`config.mk`:
```
export PLATFORM = sky130hd
export DESIGN_NAME = lcd_shadow_buffer_glyph_cache_unit_flat
export DESIGN_NICKNAME = d
export VERILOG_FILES = /design/src/rtl/core/lsbgc_pkg.sv /design/src/rtl/core/lsbgc_if.sv /design/src/rtl/core/lsbgc_ctrl.sv /design/src/rtl/core/lsbgc_datapath.sv /design/src/rtl/core/lcd_shadow_buffer_glyph_cache_unit.sv /design/src/flat_wrapper.sv
export SDC_FILE = /design/constraint.sdc
export NUM_CORES = 2
export LEC_CHECK = 0
export ABC_AREA = 0
export BUFFER_PORTS_ARGS = -buffer_cell sky130_fd_sc_hd__buf_4
export CAP_MARGIN = 20
export CORE_MARGIN = 2
export CORE_UTILIZATION = 30
export CTS_BUF_LIST = sky130_fd_sc_hd__clkbuf_4
export DETAILED_ROUTE_END_ITERATION = 6
export SLEW_MARGIN = 15
export SYNTH_ARGS = -nofsm -noshare
export SYNTH_HDL_FRONTEND = slang
export SYNTH_SLANG_ARGS = --single-unit
```
`constraint.sdc`:
```
create_clock -name clock -period 19.2 [get_ports clock]
set_input_delay 1.92 -clock clock [delete_from_list [all_inputs] [get_ports clock]]
set_output_delay 1.92 -clock clock [all_outputs]
set_load 0.1 [all_outputs]
```
`src/rtl/core/lsbgc_pkg.sv`:
```
`timescale 1ns / 1ps
// ----------------------------------------------------------------------------
// lsbgc_pkg
// Shared types and constants for the LCD shadow buffer and glyph cache.
// ----------------------------------------------------------------------------
package lsbgc_pkg;

   localparam logic [7:0] SPACE_CODE = 8'h20;
   localparam logic [5:0] COLUMN_COUNT_RESET = 6'd16;
   localparam logic [2:0] LINE_COUNT_RESET = 3'd2;
   localparam logic [31:0] USE_SEQ_MAX = 32'hFFFF_FFFF;

   typedef enum logic [1:0] {
      MODE_CHAR  = 2'd0,
      MODE_GLYPH = 2'd1,
      MODE_CLEAR = 2'd2,
      MODE_NONE  = 2'd3
   } mode_type;

   typedef enum logic {
      CSR_COLUMN_COUNT = 1'b0,
      CSR_LINE_COUNT   = 1'b1
   } csr_index_type;

   typedef enum logic [3:0] {
      ST_IDLE,
      ST_READ,
      ST_CHAR,
      ST_MATCH,
      ST_SCAN,
      ST_SCAN_LAST,
      ST_PICK,
      ST_PLACE,
      ST_CLEAR,
      ST_DONE
   } state_type;

   typedef struct packed {
      logic load;
      logic rd_target;
      logic do_char;
      logic scan_start;
      logic scan_step;
      logic pick_step;
      logic place;
      logic clear_start;
      logic clear_step;
      logic out_zero;
      logic out_clear;
   } cmd_type;

   typedef struct packed {
      logic       in_area;
      mode_type   mode;
      logic       found;
      logic       scan_last;
      logic       pick_last;
      logic       clear_last;
   } status_type;

endpackage

```
`src/rtl/core/lsbgc_if.sv`:
```
`timescale 1ns / 1ps
// ----------------------------------------------------------------------------
// lsbgc_req_if / lsbgc_rsp_if / lsbgc_csr_if
// Valid/ready channels of the glyph cache unit.
// ----------------------------------------------------------------------------
interface lsbgc_req_if;
   logic        valid;
   logic        ready;
   logic [1:0]  mode;
   logic [1:0]  line;
   logic [5:0]  column;
   logic [7:0]  char_code;
   logic [63:0] glyph_bits;
   modport source (output valid, mode, line, column, char_code, glyph_bits, input ready);
   modport sink   (input valid, mode, line, column, char_code, glyph_bits, output ready);
endinterface

interface lsbgc_rsp_if;
   logic        valid;
   logic        ready;
   logic        write_cell;
   logic [1:0]  cell_line;
   logic [5:0]  cell_column;
   logic [7:0]  cell_code;
   logic        define_glyph;
   logic [2:0]  define_slot;
   logic [63:0] defined_bits;
   logic        clear_display;
   modport source (output valid, write_cell, cell_line, cell_column, cell_code,
                   define_glyph, define_slot, defined_bits, clear_display, input ready);
   modport sink   (input valid, write_cell, cell_line, cell_column, cell_code,
                   define_glyph, define_slot, defined_bits, clear_display, output ready);
endinterface

interface lsbgc_csr_if;
   logic        valid;
   logic        ready;
   logic [0:0]  index;
   logic [7:0]  data;
   modport source (output valid, index, data, input ready);
   modport sink   (input valid, index, data, output ready);
endinterface

```
`src/rtl/core/lsbgc_ctrl.sv`:
```
`timescale 1ns / 1ps
// ----------------------------------------------------------------------------
// lsbgc_ctrl
// Sequencer for character writes, glyph placement scans and clears.
// ----------------------------------------------------------------------------
module lsbgc_ctrl
   import lsbgc_pkg::*;
(
   input  logic       clock,
   input  logic       reset,
   input  logic       req_valid,
   output logic       req_ready,
   output logic       rsp_valid,
   input  logic       rsp_ready,
   input  status_type status,
   output cmd_type    cmd
);

   state_type state_ff, state_in;

   always_ff @(posedge clock) begin
      if (reset) begin
         state_ff <= ST_IDLE;
      end else begin
         state_ff <= state_in;
      end
   end

   always_comb begin
      state_in  = state_ff;
      cmd       = '0;
      req_ready = 1'b0;
      rsp_valid = 1'b0;
      case (state_ff)
         ST_IDLE: begin
            req_ready = 1'b1;
            if (req_valid) begin
               cmd.load = 1'b1;
               state_in = ST_READ;
            end
         end
         ST_READ: begin
            cmd.rd_target = 1'b1;
            case (status.mode)
               MODE_CHAR: begin
                  state_in = status.in_area ? ST_CHAR : ST_DONE;
                  cmd.out_zero = 1'b1;
               end
               MODE_GLYPH: begin
                  state_in = status.in_area ? ST_MATCH : ST_DONE;
                  cmd.out_zero = 1'b1;
               end
               MODE_CLEAR: begin
                  cmd.clear_start = 1'b1;
                  cmd.out_clear = 1'b1;
                  state_in = ST_CLEAR;
               end
               default: begin
                  cmd.out_zero = 1'b1;
                  state_in = ST_DONE;
               end
            endcase
         end
         ST_CHAR: begin
            cmd.do_char = 1'b1;
            state_in = ST_DONE;
         end
         ST_MATCH: begin
            if (status.found) begin
               state_in = ST_PLACE;
            end else begin
               cmd.scan_start = 1'b1;
               state_in = ST_SCAN;
            end
         end
         ST_SCAN: begin
            cmd.scan_step = 1'b1;
            if (status.scan_last) begin
               state_in = ST_SCAN_LAST;
            end
         end
         ST_SCAN_LAST: begin
            cmd.scan_step = 1'b1;
            state_in = ST_PICK;
         end
         ST_PICK: begin
            cmd.pick_step = 1'b1;
            if (status.pick_last) begin
               state_in = ST_PLACE;
            end
         end
         ST_PLACE: begin
            cmd.place = 1'b1;
            state_in = ST_DONE;
         end
         ST_CLEAR: begin
            cmd.clear_step = 1'b1;
            if (status.clear_last) begin
               state_in = ST_DONE;
            end
         end
         ST_DONE: begin
            rsp_valid = 1'b1;
            if (rsp_ready) begin
               state_in = ST_IDLE;
            end
         end
         default: state_in = ST_IDLE;
      endcase
   end

`ifndef NO_ASSERTIONS
   a_ready_only_idle: assert property (@(posedge clock) disable iff (reset)
      req_ready |-> !rsp_valid) else $error("ready while result pending");
   a_rsp_hold: assert property (@(posedge clock) disable iff (reset)
      rsp_valid && !rsp_ready |=> rsp_valid) else $error("result dropped");
   a_load_reads: assert property (@(posedge clock) disable iff (reset)
      cmd.load |=> cmd.rd_target) else $error("load not followed by read");
`endif

endmodule

```
`src/rtl/core/lsbgc_datapath.sv`:
```
`timescale 1ns / 1ps
// ----------------------------------------------------------------------------
// lsbgc_datapath
// Shadow memory, glyph slot registers, usage counters and result register.
// ----------------------------------------------------------------------------
module lsbgc_datapath
   import lsbgc_pkg::*;
#(
   parameter int MAX_LINES   = 4,
   parameter int MAX_COLUMNS = 40,
   parameter int GLYPH_SLOTS = 8
)(
   input  logic        clock,
   input  logic        reset,
   input  cmd_type     cmd,
   output status_type  status,
   input  logic [1:0]  req_mode,
   input  logic [1:0]  req_line,
   input  logic [5:0]  req_column,
   input  logic [7:0]  req_char_code,
   input  logic [63:0] req_glyph_bits,
   input  logic        csr_we,
   input  logic        csr_index,
   input  logic [7:0]  csr_data,
   output logic        rsp_write_cell,
   output logic [1:0]  rsp_cell_line,
   output logic [5:0]  rsp_cell_column,
   output logic [7:0]  rsp_cell_code,
   output logic        rsp_define_glyph,
   output logic [2:0]  rsp_define_slot,
   output logic [63:0] rsp_defined_bits,
   output logic        rsp_clear_display
);

   localparam int LB    = (MAX_LINES > 1) ? $clog2(MAX_LINES) : 1;
   localparam int CB    = (MAX_COLUMNS > 1) ? $clog2(MAX_COLUMNS) : 1;
   localparam int DEPTH = MAX_LINES * MAX_COLUMNS;
   localparam int AB    = (DEPTH > 1) ? $clog2(DEPTH) : 1;
   localparam int SB    = (GLYPH_SLOTS > 1) ? $clog2(GLYPH_SLOTS) : 1;
   localparam int UB    = $clog2(DEPTH + 1);

   logic [5:0] column_count_ff;
   logic [2:0] line_count_ff;
   logic [7:0] shadow_mem [DEPTH];
   logic [7:0] rd_data_ff;

   mode_type    mode_ff;
   logic [1:0]  line_ff;
   logic [5:0]  column_ff;
   logic [7:0]  code_ff;
   logic [63:0] bits_ff;

   logic [63:0] slot_bits_ff [GLYPH_SLOTS];
   logic [31:0] last_use_ff  [GLYPH_SLOTS];
   logic [GLYPH_SLOTS-1:0] valid_ff;
   logic [31:0] use_seq_ff;
   logic [UB-1:0] usage_ff [GLYPH_SLOTS];

   logic [SB-1:0] slot_ff;
   logic          found_ff;
   logic [SB-1:0] pick_ff;
   logic [SB-1:0] best_ff;
   logic          have_zero_ff;

   logic [LB-1:0] sl_ff;
   logic [CB-1:0] sc_ff;
   logic          sv_ff;
   logic          sdone_ff;
   logic [AB-1:0] caddr_ff;
   logic          clearing_ff;

   logic [3:0] act_lines;
   logic [6:0] act_cols;
   logic       in_area;
   logic [AB-1:0] tgt_addr;
   logic [AB-1:0] scan_addr;

   always_comb begin
      act_lines = (32'(line_count_ff) > MAX_LINES) ? 4'(MAX_LINES) : {1'b0, line_count_ff};
      act_cols  = (32'(column_count_ff) > MAX_COLUMNS) ? 7'(MAX_COLUMNS)
                                                       : {1'b0, column_count_ff};
      in_area   = ({2'b0, line_ff} < act_lines) && ({1'b0, column_ff} < act_cols);
      tgt_addr  = AB'(32'(line_ff) * MAX_COLUMNS + 32'(column_ff));
      scan_addr = AB'(32'(sl_ff) * MAX_COLUMNS + 32'(sc_ff));
   end

   always_ff @(posedge clock) begin
      if (reset) begin
         column_count_ff <= COLUMN_COUNT_RESET;
         line_count_ff   <= LINE_COUNT_RESET;
      end else if (csr_we) begin
         if (csr_index == CSR_COLUMN_COUNT) begin
            column_count_ff <= csr_data[5:0];
         end else begin
            line_count_ff <= csr_data[2:0];
         end
      end
   end

   always_ff @(posedge clock) begin
      if (cmd.load) begin
         mode_ff   <= mode_type'(req_mode);
         line_ff   <= req_line;
         column_ff <= req_column;
         code_ff   <= req_char_code;
         bits_ff   <= req_glyph_bits;
      end
   end

   // shadow memory: one write and one read port
   logic          mem_we;
   logic [AB-1:0] mem_waddr;
   logic [7:0]    mem_wdata;
   logic [AB-1:0] mem_raddr;

   always_comb begin
      mem_we    = 1'b0;
      mem_waddr = tgt_addr;
      mem_wdata = code_ff;
      if (cmd.clear_step || clearing_ff) begin
         mem_we    = 1'b1;
         mem_waddr = caddr_ff;
         mem_wdata = SPACE_CODE;
      end else if (cmd.do_char) begin
         mem_we = (rd_data_ff != code_ff);
      end else if (cmd.place) begin
         mem_we    = 1'b1;
         mem_wdata = 8'(slot_ff);
      end
      mem_raddr = cmd.rd_target ? tgt_addr : scan_addr;
   end

   always_ff @(posedge clock) begin
      if (mem_we) begin
         shadow_mem[mem_waddr] <= mem_wdata;
      end
      rd_data_ff <= shadow_mem[mem_raddr];
   end

   // clear sweep counter, also run once after reset
   always_ff @(posedge clock) begin
      if (reset) begin
         caddr_ff    <= '0;
         clearing_ff <= 1'b1;
      end else if (cmd.clear_start) begin
         caddr_ff <= '0;
      end else if (cmd.clear_step || clearing_ff) begin
         if (32'(caddr_ff) == DEPTH - 1) begin
            caddr_ff    <= '0;
            clearing_ff <= 1'b0;
         end else begin
            caddr_ff <= caddr_ff + AB'(1);
         end
      end
   end

   // scan address counter
   always_ff @(posedge clock) begin
      if (cmd.scan_start) begin
         sl_ff    <= '0;
         sc_ff    <= '0;
         sv_ff    <= 1'b0;
         sdone_ff <= 1'b0;
      end else if (cmd.scan_step) begin
         sv_ff <= !sdone_ff;
         if (32'(sc_ff) + 1 >= 32'(act_cols)) begin
            sc_ff <= '0;
            if (32'(sl_ff) + 1 >= 32'(act_lines)) begin
               sdone_ff <= 1'b1;
            end else begin
               sl_ff <= sl_ff + LB'(1);
            end
         end else begin
            sc_ff <= sc_ff + CB'(1);
         end
      end
   end

   // usage counters
   always_ff @(posedge clock) begin
      for (int i = 0; i < GLYPH_SLOTS; i++) begin
         if (cmd.scan_start) begin
            usage_ff[i] <= '0;
         end else if (cmd.scan_step && sv_ff && (32'(rd_data_ff) == i)) begin
            usage_ff[i] <= usage_ff[i] + UB'(1);
         end
      end
   end

   // match search over valid slots
   logic          match_hit;
   logic [SB-1:0] match_idx;
   always_comb begin
      match_hit = 1'b0;
      match_idx = '0;
      for (int i = GLYPH_SLOTS - 1; i >= 0; i--) begin
         if (valid_ff[i] && slot_bits_ff[i] == bits_ff) begin
            match_hit = 1'b1;
            match_idx = SB'(i);
         end
      end
   end

   logic pick_better;
   assign pick_better = (usage_ff[pick_ff] < usage_ff[best_ff]) ||
                        (usage_ff[pick_ff] == usage_ff[best_ff] &&
                         last_use_ff[pick_ff] < last_use_ff[best_ff]);

   always_ff @(posedge clock) begin
      if (cmd.rd_target) begin
         found_ff     <= 1'b0;
         pick_ff      <= '0;
         best_ff      <= '0;
         have_zero_ff <= 1'b0;
      end else if (status.mode == MODE_GLYPH && !cmd.scan_step && !cmd.pick_step &&
                   !cmd.place && !found_ff && !cmd.scan_start && match_hit) begin
         found_ff <= 1'b1;
         slot_ff  <= match_idx;
      end else if (cmd.pick_step && !have_zero_ff) begin
         if (usage_ff[pick_ff] == '0) begin
            have_zero_ff <= 1'b1;
            slot_ff      <= pick_ff;
         end else if (pick_ff == '0 || pick_better) begin
            best_ff <= pick_ff;
            slot_ff <= pick_ff;
         end
         pick_ff <= pick_ff + SB'(1);
      end else if (cmd.pick_step) begin
         pick_ff <= pick_ff + SB'(1);
      end
   end

   logic [31:0] seq_next;
   assign seq_next = (use_seq_ff != USE_SEQ_MAX) ? use_seq_ff + 32'd1 : use_seq_ff;

   always_ff @(posedge clock) begin
      if (reset) begin
         valid_ff   <= '0;
         use_seq_ff <= '0;
         for (int i = 0; i < GLYPH_SLOTS; i++) begin
            last_use_ff[i] <= '0;
         end
      end else if (cmd.place) begin
         use_seq_ff           <= seq_next;
         last_use_ff[slot_ff] <= seq_next;
         if (!found_ff) begin
            valid_ff[slot_ff]     <= 1'b1;
            slot_bits_ff[slot_ff] <= bits_ff;
         end
      end
   end

   // result register
   always_ff @(posedge clock) begin
      if (cmd.out_zero || cmd.out_clear) begin
         rsp_write_cell    <= 1'b0;
         rsp_cell_line     <= '0;
         rsp_cell_column   <= '0;
         rsp_cell_code     <= '0;
         rsp_define_glyph  <= 1'b0;
         rsp_define_slot   <= '0;
         rsp_defined_bits  <= '0;
         rsp_clear_display <= cmd.out_clear;
      end else if (cmd.do_char && rd_data_ff != code_ff) begin
         rsp_write_cell  <= 1'b1;
         rsp_cell_line   <= line_ff;
         rsp_cell_column <= column_ff;
         rsp_cell_code   <= code_ff;
      end else if (cmd.place) begin
         rsp_write_cell  <= 1'b1;
         rsp_cell_line   <= line_ff;
         rsp_cell_column <= column_ff;
         rsp_cell_code   <= 8'(slot_ff);
         if (!found_ff) begin
            rsp_define_glyph <= 1'b1;
            rsp_define_slot  <= 3'(slot_ff);
            rsp_defined_bits <= bits_ff;
         end
      end
   end

   always_comb begin
      status.in_area    = in_area;
      status.mode       = mode_ff;
      status.found      = found_ff || match_hit;
      status.scan_last  = sdone_ff;
      status.pick_last  = (32'(pick_ff) == GLYPH_SLOTS - 1) || have_zero_ff ||
                          (usage_ff[pick_ff] == '0);
      status.clear_last = (32'(caddr_ff) == DEPTH - 1);
   end

`ifndef NO_ASSERTIONS
   a_place_valid: assert property (@(posedge clock) disable iff (reset)
      cmd.place |=> valid_ff[$past(slot_ff)]) else $error("placed slot not valid");
   a_seq_mono: assert property (@(posedge clock) disable iff (reset)
      use_seq_ff >= $past(use_seq_ff)) else $error("use counter went back");
   a_char_out: assert property (@(posedge clock) disable iff (reset)
      cmd.do_char |=> (rsp_write_cell == 1'b0 || rsp_cell_code == $past(code_ff)))
      else $error("char result code mismatch");
`endif

endmodule

```
`src/rtl/core/lcd_shadow_buffer_glyph_cache_unit.sv`:
```
`timescale 1ns / 1ps
// ----------------------------------------------------------------------------
// lcd_shadow_buffer_glyph_cache_unit
// Shadow buffer of a character LCD with a custom glyph slot cache.
// ----------------------------------------------------------------------------
// channel  direction  payload
// req      in         mode, line, column, char_code, glyph_bits
// rsp      out        write_cell .. clear_display, one per transaction
// csr      in         index (0 column_count, 1 line_count), data
//
// Character write: load, read and write states, then the response wait. Glyph
// placement: on a slot hit, match and place; else a scan of the active area
// through the shadow memory read port and a victim slot pick come before the
// place. Clear: all MAX_LINES*MAX_COLUMNS cells, one cell a cycle. After reset a
// clearing pass runs and req is held off until it is through.
// ----------------------------------------------------------------------------
module lcd_shadow_buffer_glyph_cache_unit
   import lsbgc_pkg::*;
#(
   parameter int MAX_LINES   = 4,
   parameter int MAX_COLUMNS = 40,
   parameter int GLYPH_SLOTS = 8
)(
   input logic        clock,
   input logic        reset,
   lsbgc_req_if.sink  req,
   lsbgc_rsp_if.source rsp,
   lsbgc_csr_if.sink  csr
);

   localparam int IB = $clog2(MAX_LINES * MAX_COLUMNS + 1);

   cmd_type    cmd;
   status_type status;
   logic       ctrl_ready;
   logic       busy_ff;
   logic [IB-1:0] init_ff;

   always_ff @(posedge clock) begin
      if (reset) begin
         busy_ff <= 1'b1;
         init_ff <= '0;
      end else if (busy_ff) begin
         init_ff <= init_ff + IB'(1);
         if (32'(init_ff) == MAX_LINES * MAX_COLUMNS) begin
            busy_ff <= 1'b0;
         end
      end
   end

   assign req.ready = ctrl_ready && !busy_ff;
   assign csr.ready = 1'b1;

   lsbgc_ctrl u_ctrl (
      .clock     (clock),
      .reset     (reset),
      .req_valid (req.valid && !busy_ff),
      .req_ready (ctrl_ready),
      .rsp_valid (rsp.valid),
      .rsp_ready (rsp.ready),
      .status    (status),
      .cmd       (cmd)
   );

   lsbgc_datapath #(
      .MAX_LINES   (MAX_LINES),
      .MAX_COLUMNS (MAX_COLUMNS),
      .GLYPH_SLOTS (GLYPH_SLOTS)
   ) u_datapath (
      .clock             (clock),
      .reset             (reset),
      .cmd               (cmd),
      .status            (status),
      .req_mode          (req.mode),
      .req_line          (req.line),
      .req_column        (req.column),
      .req_char_code     (req.char_code),
      .req_glyph_bits    (req.glyph_bits),
      .csr_we            (csr.valid),
      .csr_index         (csr.index[0]),
      .csr_data          (csr.data),
      .rsp_write_cell    (rsp.write_cell),
      .rsp_cell_line     (rsp.cell_line),
      .rsp_cell_column   (rsp.cell_column),
      .rsp_cell_code     (rsp.cell_code),
      .rsp_define_glyph  (rsp.define_glyph),
      .rsp_define_slot   (rsp.define_slot),
      .rsp_defined_bits  (rsp.defined_bits),
      .rsp_clear_display (rsp.clear_display)
   );

endmodule

```
`src/flat_wrapper.sv`:
```
// flat-port wrapper written by rule: the top's interface ports become plain ports
module lcd_shadow_buffer_glyph_cache_unit_flat import lsbgc_pkg::*;
#(
   parameter int MAX_LINES   = 4,
   parameter int MAX_COLUMNS = 40,
   parameter int GLYPH_SLOTS = 8
)
  (clock, reset, req_valid, req_mode, req_line, req_column, req_char_code, req_glyph_bits, req_ready, rsp_valid, rsp_write_cell, rsp_cell_line, rsp_cell_column, rsp_cell_code, rsp_define_glyph, rsp_define_slot, rsp_defined_bits, rsp_clear_display, rsp_ready, csr_valid, csr_index, csr_data, csr_ready);
  lsbgc_req_if req_i ();
  lsbgc_rsp_if rsp_i ();
  lsbgc_csr_if csr_i ();
  input logic clock;
  input logic reset;
  input wire logic [$bits(req_i.valid)-1:0] req_valid;
  input wire logic [$bits(req_i.mode)-1:0] req_mode;
  input wire logic [$bits(req_i.line)-1:0] req_line;
  input wire logic [$bits(req_i.column)-1:0] req_column;
  input wire logic [$bits(req_i.char_code)-1:0] req_char_code;
  input wire logic [$bits(req_i.glyph_bits)-1:0] req_glyph_bits;
  output wire logic [$bits(req_i.ready)-1:0] req_ready;
  output wire logic [$bits(rsp_i.valid)-1:0] rsp_valid;
  output wire logic [$bits(rsp_i.write_cell)-1:0] rsp_write_cell;
  output wire logic [$bits(rsp_i.cell_line)-1:0] rsp_cell_line;
  output wire logic [$bits(rsp_i.cell_column)-1:0] rsp_cell_column;
  output wire logic [$bits(rsp_i.cell_code)-1:0] rsp_cell_code;
  output wire logic [$bits(rsp_i.define_glyph)-1:0] rsp_define_glyph;
  output wire logic [$bits(rsp_i.define_slot)-1:0] rsp_define_slot;
  output wire logic [$bits(rsp_i.defined_bits)-1:0] rsp_defined_bits;
  output wire logic [$bits(rsp_i.clear_display)-1:0] rsp_clear_display;
  input wire logic [$bits(rsp_i.ready)-1:0] rsp_ready;
  input wire logic [$bits(csr_i.valid)-1:0] csr_valid;
  input wire logic [$bits(csr_i.index)-1:0] csr_index;
  input wire logic [$bits(csr_i.data)-1:0] csr_data;
  output wire logic [$bits(csr_i.ready)-1:0] csr_ready;
  assign req_i.valid = req_valid;
  assign req_i.mode = req_mode;
  assign req_i.line = req_line;
  assign req_i.column = req_column;
  assign req_i.char_code = req_char_code;
  assign req_i.glyph_bits = req_glyph_bits;
  assign req_ready = req_i.ready;
  assign rsp_valid = rsp_i.valid;
  assign rsp_write_cell = rsp_i.write_cell;
  assign rsp_cell_line = rsp_i.cell_line;
  assign rsp_cell_column = rsp_i.cell_column;
  assign rsp_cell_code = rsp_i.cell_code;
  assign rsp_define_glyph = rsp_i.define_glyph;
  assign rsp_define_slot = rsp_i.define_slot;
  assign rsp_defined_bits = rsp_i.defined_bits;
  assign rsp_clear_display = rsp_i.clear_display;
  assign rsp_i.ready = rsp_ready;
  assign csr_i.valid = csr_valid;
  assign csr_i.index = csr_index;
  assign csr_i.data = csr_data;
  assign csr_ready = csr_i.ready;
  lcd_shadow_buffer_glyph_cache_unit #(.MAX_LINES(MAX_LINES), .MAX_COLUMNS(MAX_COLUMNS), .GLYPH_SLOTS(GLYPH_SLOTS)) u_core (.clock(clock), .reset(reset), .req(req_i), .rsp(rsp_i), .csr(csr_i));
endmodule
```
==> results_dict.tcl <==
set metrics [dict create \
    outcome "finished clean" \
    yosys_most_used_dff "edfxtp_1" \
    vias_per_cell 5.058 \
    synth_fp_nets 7113 \
    clock-root-buffer "clkbuf_4" \
    fmax_mhz 166.8 \
    grtUsageTotal 0.1626 \
    die-area_um2 340400 \
    worst-r2r-setup-slack_ns 13.20 \
    area_delta_synth_final_pct 14.13 \
    ys_seq_elements 2386 \
    grt_pass1_wl_um 412800 \
    portBuffers 181 \
    cts_sinks 2386 \
    cts_tree "yes" \
    grt_setup_unrepaired "no" \
    finClkSkew_ns 0.1256 \
    fin_tns_setup_ns 0 \
    cts_resized 0 \
    worstHoldPathType "reg2reg" \
    cp-start-kind "flip-flop" \
    ys.warnings.count 0 \
    setup_viol_count_final 0 \
    cts.path.max_buffers 4 \
    hold_viol_final 0 \
    setup.worst_path.start "u_core.u_ctrl.state_ff[0]" \
    worstMarginPinSlew_ns 1.196 \
    synth_area_per_cell_um2 14.52 \
    slew_headroom 0.2010 \
    die_w_um 583.5 \
    layout_commonest_cell "edfxtp_1" \
    wl_met3_um 25040 \
    slew_viol_final 0 \
    fin_area_um2 115000 \
    num_rows 212 \
    p_per_area_nw_per_um2 94.17 \
    top_layer "met5" \
    seq_area_frac_synth 0.6926 \
    synth.cell_area_um2 100700 \
    synth_edf_count 2198 \
    io_pins 185 \
    wl_met2_um 132900 \
    regToRegEndpoint "u_core.u_datapath.rd_data_ff[1]" \
    crit_path_end "u_core.u_datapath.rd_data_ff[1]" \
    drtIter0Drc 6419 \
    postCtsSetupRepairBufs 0 \
    first_pass_iters 6 \
    core_um2 334000 \
    crit_required_ns 20.31 \
    async_reset_ff_frac 0 \
    hold_buffers 0 \
    grt_pass1_vias 62414 \
    critical_path.max_fanout 128 \
    die_h_um 583.5 \
    routedWlPerCell_um 23.03 \
    start_util 0.3016 \
    post-route-min-period_ns 5.996 \
    rr_worst_depth 13 \
    crit_path_end_kind "flip-flop" \
    post-route-period-util 0.3123 \
    nets 7697 \
    worstSetupPathType "reg2reg" \
    clk_latency_ns 1.35 \
    met1_length_um 117300 \
    peakVddDrop_mv 0.05732 \
    r2r-start "u_core.u_ctrl.state_ff[0]" \
    vias 62595 \
    layout_common_cells "edfxtp_1 (2198), nand2_1 (918), clkbuf_4 (883)" \
    p_leak_nw 37.61 \
    yosysUniqueCellTypes 94 \
    drc_errors 0 \
    grt_max_degree 129 \
    nFillCells 32162 \
    gp_congestion 0.8949 \
    gr-total-overflow 0 \
    antenna_found_initial 22 \
    drv_cap 0 \
    clk_pin_slew_ns 0.06 \
    drive_gt1_frac 0.2137 \
    antenna_left 0 \
    synthCells 6938 \
    cp.arrival_ns 7.11 \
    place_area_um2 107200 \
    h-tree-depth 6 \
    dp_hpwl_um 173200 \
    wirelength_um 285000 \
    worstHoldStart "u_core.u_datapath.rsp_defined_bits[24]" \
    cts_made_buffers 615 \
]
[cells by family (layout without fill, tap and decap cells)]
group	after synthesis	after routing	synth area share
other	1	13	0.00003723
AOI/OAI and AO/OA	708	708	0.04621
muxes	477	477	0.08172
DFF	2386	2386	0.6926
buffers and inverters	484	1523	0.02302
xor gates and xnor gates	524	524	0.04556
and+or+nand+nor	2279	2279	0.1009
adders and majority gates	79	79	0.009961
[flip-flops by register name, indices dropped and copies added, names as in the netlist, 8 cells and up, named ones only]
| name | count |
|---|---|
| u_core.u_datapath.rsp_cell_code | 8 |
| u_core.u_datapath.caddr_ff | 8 |
| u_core.u_datapath.slot_bits_ff | 512 |
| u_core.u_datapath.shadow_mem | 1280 |
| u_core.init_ff | 8 |
| u_core.u_datapath.code_ff | 8 |
| u_core.u_datapath.rd_data_ff | 8 |
| u_core.u_datapath.rsp_defined_bits | 64 |
| u_core.u_datapath.use_seq_ff | 32 |
| u_core.u_datapath.last_use_ff | 256 |
| u_core.u_datapath.usage_ff | 64 |
| u_core.u_datapath.bits_ff | 64 |
| u_core.u_datapath.valid_ff | 8 |
[metrics by stage]
| stage | power, mW | hold slack, ns | setup WS [ns] | utilization | std cells |
|---|---|---|---|---|---|
| CTS | 10.92 | 0.4586 | 13.14 | 0.3440 | 12360 |
| floorplan | 6.386 | 0.4352 | 12.30 | - | 6938 |
| finish | 10.83 | 0.4557 | 13.20 | 0.3443 | 12376 |
| detailed placement | 6.622 | 0.4486 | 13.17 | 0.3210 | 11288 |
| global route | 11.25 | 0.4783 | 12.76 | 0.3442 | 12373 |
| global placement | 6.611 | 0.4451 | 13.18 | 0.3210 | 11287 |
[synth_stat cells, types with 12 or more instances]
cell	instances	area share
a21oi_1	269	0.013
a21o_1	14	0.0010
nand4_1	129	0.0080
or3_1	17	0.0011
nand3_1	255	0.013
inv_1	93	0.0035
xor2_1	171	0.015
ha_1	77	0.0096
nor3_1	29	0.0014
buf_1	39	0.0015
nor4_1	82	0.0051
edfxtp_1	2198	0.66
a211oi_1	13	0.00097
buf_4	35	0.0026
nand2b_1	65	0.0040
o2111ai_1	20	0.0017
o22ai_1	72	0.0045
mux4_2	271	0.061
a31oi_1	49	0.0030
dfxtp_1	188	0.037
or4_1	12	0.00089
xnor2_1	353	0.031
nor2b_1	30	0.0019
a221oi_1	29	0.0025
a32oi_1	31	0.0027
a2111oi_0	22	0.0019
buf_2	100	0.0050
clkbuf_1	182	0.0068
a22o_1	21	0.0018
nor2_1	619	0.023
buf_6	26	0.0029
o211ai_1	13	0.00097
nand2_1	927	0.035
mux2_2	42	0.0047
and3_1	51	0.0032
o21ai_0	45	0.0022
a22oi_1	25	0.0019
o2bb2ai_1	16	0.0014
mux2i_1	160	0.016
[critical path, cell delays in order (launching register included)]
cell	delay (ns)
dfxtp_1	0.56
or4b_1	0.47
buf_4	0.25
mux2i_4	0.18
buf_4	0.67
buf_12	0.51
buf_12	0.60
buf_4	0.87
mux2i_1	0.29
o22ai_1	0.14
nor4_1	0.49
o21ai_0	0.16
nand2_1	0.22
a211oi_2	0.10
[worst min-delay path by stage]
stage	to	slack (ns)	depth (start not counted)
finish	u_core.u_datapath.rsp_defined_bits[24]	0.46	2
global route	u_core.u_datapath.rsp_defined_bits[34]	0.48	2
CTS	u_core.u_datapath.rsp_cell_code[0]	0.46	2
detailed placement	u_core.u_datapath.rsp_defined_bits[49]	0.45	2
global placement	u_core.u_datapath.rsp_defined_bits[28]	0.45	2
floorplan	u_core.u_datapath.line_count_ff[1]	0.44	1
[per-layer routing]
layer,global-route usage,up-vias
met1,0.2140,31616
met2,0.2596,2816
met5,0,-
met4,0.06264,12
li1,-,27652
met3,0.03772,499
[layout make-up]
cell class                 count  area, um^2  share of cell area
tap                         4387        5489             0.04774
inverter                      98       370.4            0.003221
clock inverter               189        1027            0.008935
multi-input combinational   4068       28930              0.2516
clock buffer                 883        6629             0.05766
timing repair buffer         353        2714             0.02360
antenna                       12       30.03           0.0002612
sequential                  2386       69780              0.6070
[power breakdown]
| part | internal (mW) | switching [mW] |
|---|---|---|
| logic | 0.320 | 0.500 |
| registers | 5.64 | 0.0509 |
| clock network | 2.23 | 2.08 |
(Power assumes the default switching activity.)
